===== src/design/powe_pkg.sv =====
package powe_pkg;

    localparam int MaxEntriesDefault = 16;
    localparam logic [14:0] RootWidthReset = 15'd1920;
    localparam logic [14:0] RootHeightReset = 15'd1080;
    localparam logic [14:0] MinVisibleReset = 15'd50;
    localparam logic [14:0] MinAreaReset = 15'd100;

    localparam logic [2:0] REQ_LOAD = 3'd0;
    localparam logic [2:0] REQ_STRUT = 3'd1;
    localparam logic [2:0] REQ_APPLY = 3'd2;
    localparam logic [2:0] REQ_CLAMP = 3'd3;
    localparam logic [2:0] REQ_POINT = 3'd4;

    localparam logic [2:0] CFG_ROOT_W = 3'd0;
    localparam logic [2:0] CFG_ROOT_H = 3'd1;
    localparam logic [2:0] CFG_COUNT = 3'd2;
    localparam logic [2:0] CFG_MIN_VIS = 3'd3;
    localparam logic [2:0] CFG_MIN_AREA = 3'd4;

    localparam logic [1:0] EDGE_LEFT = 2'd0;
    localparam logic [1:0] EDGE_RIGHT = 2'd1;
    localparam logic [1:0] EDGE_TOP = 2'd2;

    // One stored rectangle: 16-bit signed origin, 15-bit size.
    typedef struct packed {
        logic signed [15:0] x;
        logic signed [15:0] y;
        logic [14:0] w;
        logic [14:0] h;
    } rect_t;

    // Work area as stored after an apply.
    typedef struct packed {
        logic signed [16:0] x;
        logic signed [16:0] y;
        logic signed [15:0] w;
        logic signed [15:0] h;
    } area_t;

    // Cuts never exceed the output size, and are never negative.
    typedef struct packed {
        logic [14:0] top;
        logic [14:0] bot;
        logic [14:0] left;
        logic [14:0] right;
    } cut_t;

endpackage


===== src/design/powe_table.sv =====
// Per-entry store: output rectangles, work areas and edge cuts. One read port
// addressed by the sequencer, one write port each.
module powe_table #(
    parameter int MAX_ENTRIES = powe_pkg::MaxEntriesDefault,
    localparam int IW = (MAX_ENTRIES > 1) ? $clog2(MAX_ENTRIES) : 1
) (
    input  logic clk,
    input  logic rst_n,
    input  logic [IW-1:0] rd_idx,
    output powe_pkg::rect_t rd_rect,
    output powe_pkg::area_t rd_area,
    output powe_pkg::cut_t rd_cut,
    input  logic rect_we,
    input  logic [IW-1:0] rect_idx,
    input  powe_pkg::rect_t rect_wd,
    input  logic area_we,
    input  logic [IW-1:0] area_idx,
    input  powe_pkg::area_t area_wd,
    input  logic cut_we,
    input  logic [IW-1:0] cut_idx,
    input  powe_pkg::cut_t cut_wd
);

    powe_pkg::rect_t rect_mem [MAX_ENTRIES];
    powe_pkg::area_t area_mem [MAX_ENTRIES];
    powe_pkg::cut_t cut_mem [MAX_ENTRIES];
    logic [MAX_ENTRIES-1:0] cut_valid_reg;

    always_ff @(posedge clk)
    begin
        if (rect_we)
        begin
            rect_mem[rect_idx] <= rect_wd;
        end
        if (area_we)
        begin
            area_mem[area_idx] <= area_wd;
        end
        if (cut_we)
        begin
            cut_mem[cut_idx] <= cut_wd;
        end
        rd_rect <= rect_mem[rd_idx];
        rd_area <= area_mem[rd_idx];
        rd_cut <= cut_valid_reg[rd_idx] ? cut_mem[rd_idx] : '0;
    end

    // Cuts reset to zero: a valid bit per entry stands in for a clearing pass.
    always_ff @(posedge clk or negedge rst_n)
    begin
        if (!rst_n)
        begin
            cut_valid_reg <= '0;
        end
        else if (cut_we)
        begin
            cut_valid_reg[cut_idx] <= 1'b1;
        end
    end

endmodule


===== config.mk =====
export PLATFORM = sky130hd
export DESIGN_NAME = powe_table
export DESIGN_NICKNAME = d
export VERILOG_FILES = /design/src/design/powe_pkg.sv /design/src/design/powe_table.sv
export SDC_FILE = /design/constraint.sdc
export NUM_CORES = 2
export LEC_CHECK = 0
export BUFFER_PORTS_ARGS = -buffer_cell sky130_fd_sc_hd__buf_2
export CAP_MARGIN = 15
export CORE_MARGIN = 1.5
export CORE_UTILIZATION = 54
export CTS_CLUSTER_DIAMETER = 30
export DETAILED_ROUTE_END_ITERATION = 8
export PLACE_DENSITY = 0.71
export SYNTH_ARGS = -nofsm -noshare
export SYNTH_HDL_FRONTEND = slang
export SYNTH_SLANG_ARGS = --single-unit

===== constraint.sdc =====
create_clock -name clk -period 4.25 [get_ports clk]
set_clock_uncertainty 0.2 [all_clocks]
set_input_delay 0.85 -clock clk [delete_from_list [all_inputs] [get_ports clk]]
set_output_delay 0.85 -clock clk [all_outputs]
set_load 0.005 [all_outputs]

==> results.md <==
- Outcome: finished clean
- Achievable Freq: approximately 370 MHz
- Synthesis-to-finish area growth: 23.0%
- Synth Instances: 4695
- Most common cell in the netlist: edfxtp_1
- Area taken by multi-input logic gates: 22200 um2
- Non-Filler Instances: 8994
- Gpl congestion: 0.753
- Crit-path slowest cell: dfxtp_1
- Final Setup Violations: 0
- Hold crit path type: in -> reg
- DR WL/cell: 30.9 um
- Setup crit start kind: flip-flop
- Worst r2r dst: rd_cut[47]
- Avg Synthesized Cell Area: 25.1 um2
- CP required: 3200 ps
- Residual DRC count: 0
- Placed cells: between 7000 and 8000
- Layout cells sized above 1: 0.393
- Flops & latches, synth: 3212
- Total track usage: 0.253
- Worst slew margin: 0.209
- Num CTS Buffers: 556
- Critical path endpoint: rd_area[55]
- Drt via density: 6.22
- Crit. Startpoint: rd_area[55]
- # fillers: between 10000 and 15000
- Hold WS: 74.3 ps
- Die width: 470 um
- Layout Nets: 5887
- R2R setup slack: 2140 ps
- Final TNS setup: 0 ps
- Biggest register: area_mem
- Largest net degree at the start of global routing: 86
- Register Area: 94500 um2
- Category of the most critical setup path: reg -> out
- DRT Wirelength: 278000 um
- Clock Root Buffer: clkbuf_16
- Area contributors post-synth: edfxtp_1 (77%), mux4_2 (16%), dfxtp_1 (3.2%)
- Worst-path clk slew: 50 ps
- Max Cap Violations: 0
- Asr flop ratio synth: 0.00498
- Grt total ovfl: 0
- Final hold violations: 0
- Yosys warns: 0
- Starting density of the core: 0.543
- Number of I/O port buffers: 396
- Worst-margin pin slew: approximately 1200 ps
- Number of H-tree levels: 6
- Pre-antenna DRT Iters: 6
- Pins Over Slew Limit: 0
- Synth Flop Type: edfxtp_1
- Post-detail-place hpwl: 134000 um
- Top-area cell type share of the netlist area: 0.768
- EDFF count, synth: 3008
- Worst IR Drop VDD: between 0.4 and 0.5 mV
- Post-DRT Antenna Nets: 0
- CTS sink cnt: 3212
- Full die area: 221000 um2
- CP endpoint kind: output pin
- RSZ-0062 raised after global routing: no
- Top cells by count, synth: edfxtp_1 (3008), mux4_2 (855), dfxtp_1 (188)
- Fin util: 0.667
- Final Critical Period: ~2700 ps
- Syn_nets: 4904
- Final worst-path cycle share: 0.633
- Post-synthesis sequential area ratio: 0.803
- Mapped cell area: 118000 um2
- Reg2Reg Depth: 5
- CP max stage delay: 510 ps
- CTS tree: yes
- Core box area: 217000 um2
- Worst EP arrival: 1640 ps
- Reg2reg start: cut_valid_reg[8]
- CP top delay family: flip-flops
- Area leader, netlist: edfxtp_1
- Biggest regs: area_mem x1056, rect_mem x992, cut_mem x960
- Vias in the first global route: 59400
- DIE HEIGHT: 470 um
- Distinct cells, synth: 25
- Max reg flops: 1056
- Lkg Pwr: 0.0476 uW
- Pwr dens: 579 nW/um2
- Row Count: about 170
- CP Cell Sequence: buf_2
- Iteration-0 DRC Markers: 6002
- First-pass GRT wire length: 405000 um
- Via Count: 56000
- Antenna violations before repair: 43
- Top Ports: 397
- Crit Path Max Fanout: 1
- Clock Latency Late Sink: 960 ps
- CTS Buffer Depth: 4
- WP depth: 1
- WP buf/inv: 1
-- layer usage --
layer / vias to the layer above / share of wire / global-route usage
met5: - / 0.00059 / 0
met4: 26 / 0.024 / 0.0773
met3: 524 / 0.089 / 0.0588
li1: 22500 / - / -
met1: 29900 / 0.39 / 0.349
met2: 2960 / 0.50 / 0.408
-- metrics by stage --
stage          cell area, um2  worst slack [ps]  total power (uW)
6_report               145000              1560             83700
5_1_grt                145000              1470             85800
4_1_cts                145000              1380             84300
3_5_place_dp           125000               972             39700
3_3_place_gp           125000              1020             39600
2_1_floorplan          118000              -601             38100
-- repair_timing --
item                      in CTS  in global routing
setup buffers                  0                  0
hold endpoints to repair     830                  0
hold buffers                  79                  0
gates resized for setup        0                  0
-- area by class of cell --
class                   instances  area share
clock buffers                 659       0.103
repair buffers                665      0.0373
clock inverters               344      0.0280
multi-input cells            1243       0.154
flip-flops and latches       3212       0.653
well taps                    2854      0.0247
diodes                         17    0.000294
-- cell usage in the layout, fill, tap and decap left out, drive strengths merged --
cell            n
a211oi         29
a21oi          89
a22o            2
a22oi         120
and2            1
buf           586
bufinv         66
clkbuf        659
clkinv        172
clkinvlp       52
dfrtp          16
dfxtp         188
diode          17
dlygate4sd3    79
edfxtp       3008
inv            54
mux2i          29
mux4          855
nand2           3
nand2b          6
nand3           3
nand3b          6
nor2           38
nor2b          31
nor3           12
or2            16
or3b            3
-- logic make-up (layout without fill, tap and decap cells) --
group,count (synthesis),count (layout),share of synthesized area
buf+inv,240,1668,0.0116
mux,884,884,0.166
simple gates,119,119,0.00545
compound gates,240,240,0.0134
flops,3212,3212,0.803
other cells,0,17,0
-- where the power goes --
part | leakage (uW) | switching, uW | internal [uW]
sequential | 0.0289 | 329 | 35500
combinational | 0.00952 | 1880 | 1500
clock | 0.00913 | 15300 | 29200
total | 0.0476 | 17500 | 66200
-- worst min path at each step --
| stage | start | to | slack [ps] | cells after the start |
|---|---|---|---|---|
| 3_5_place_dp | cut_valid_reg[7] | cut_valid_reg[7] | 260 | 1 |
| 2_1_floorplan | cut_valid_reg[12] | cut_valid_reg[12] | 230 | 1 |
| 5_1_grt | area_wd[44] | area_mem[7][44] | 30 | 1 |
| 4_1_cts | cut_wd[51] | cut_mem[7][51] | 0.2 | 1 |
| 3_3_place_gp | cut_valid_reg[13] | cut_valid_reg[13] | 240 | 1 |
| 6_report | cut_wd[51] | cut_mem[15][51] | 70 | 1 |
(Power assumes the default switching activity.)
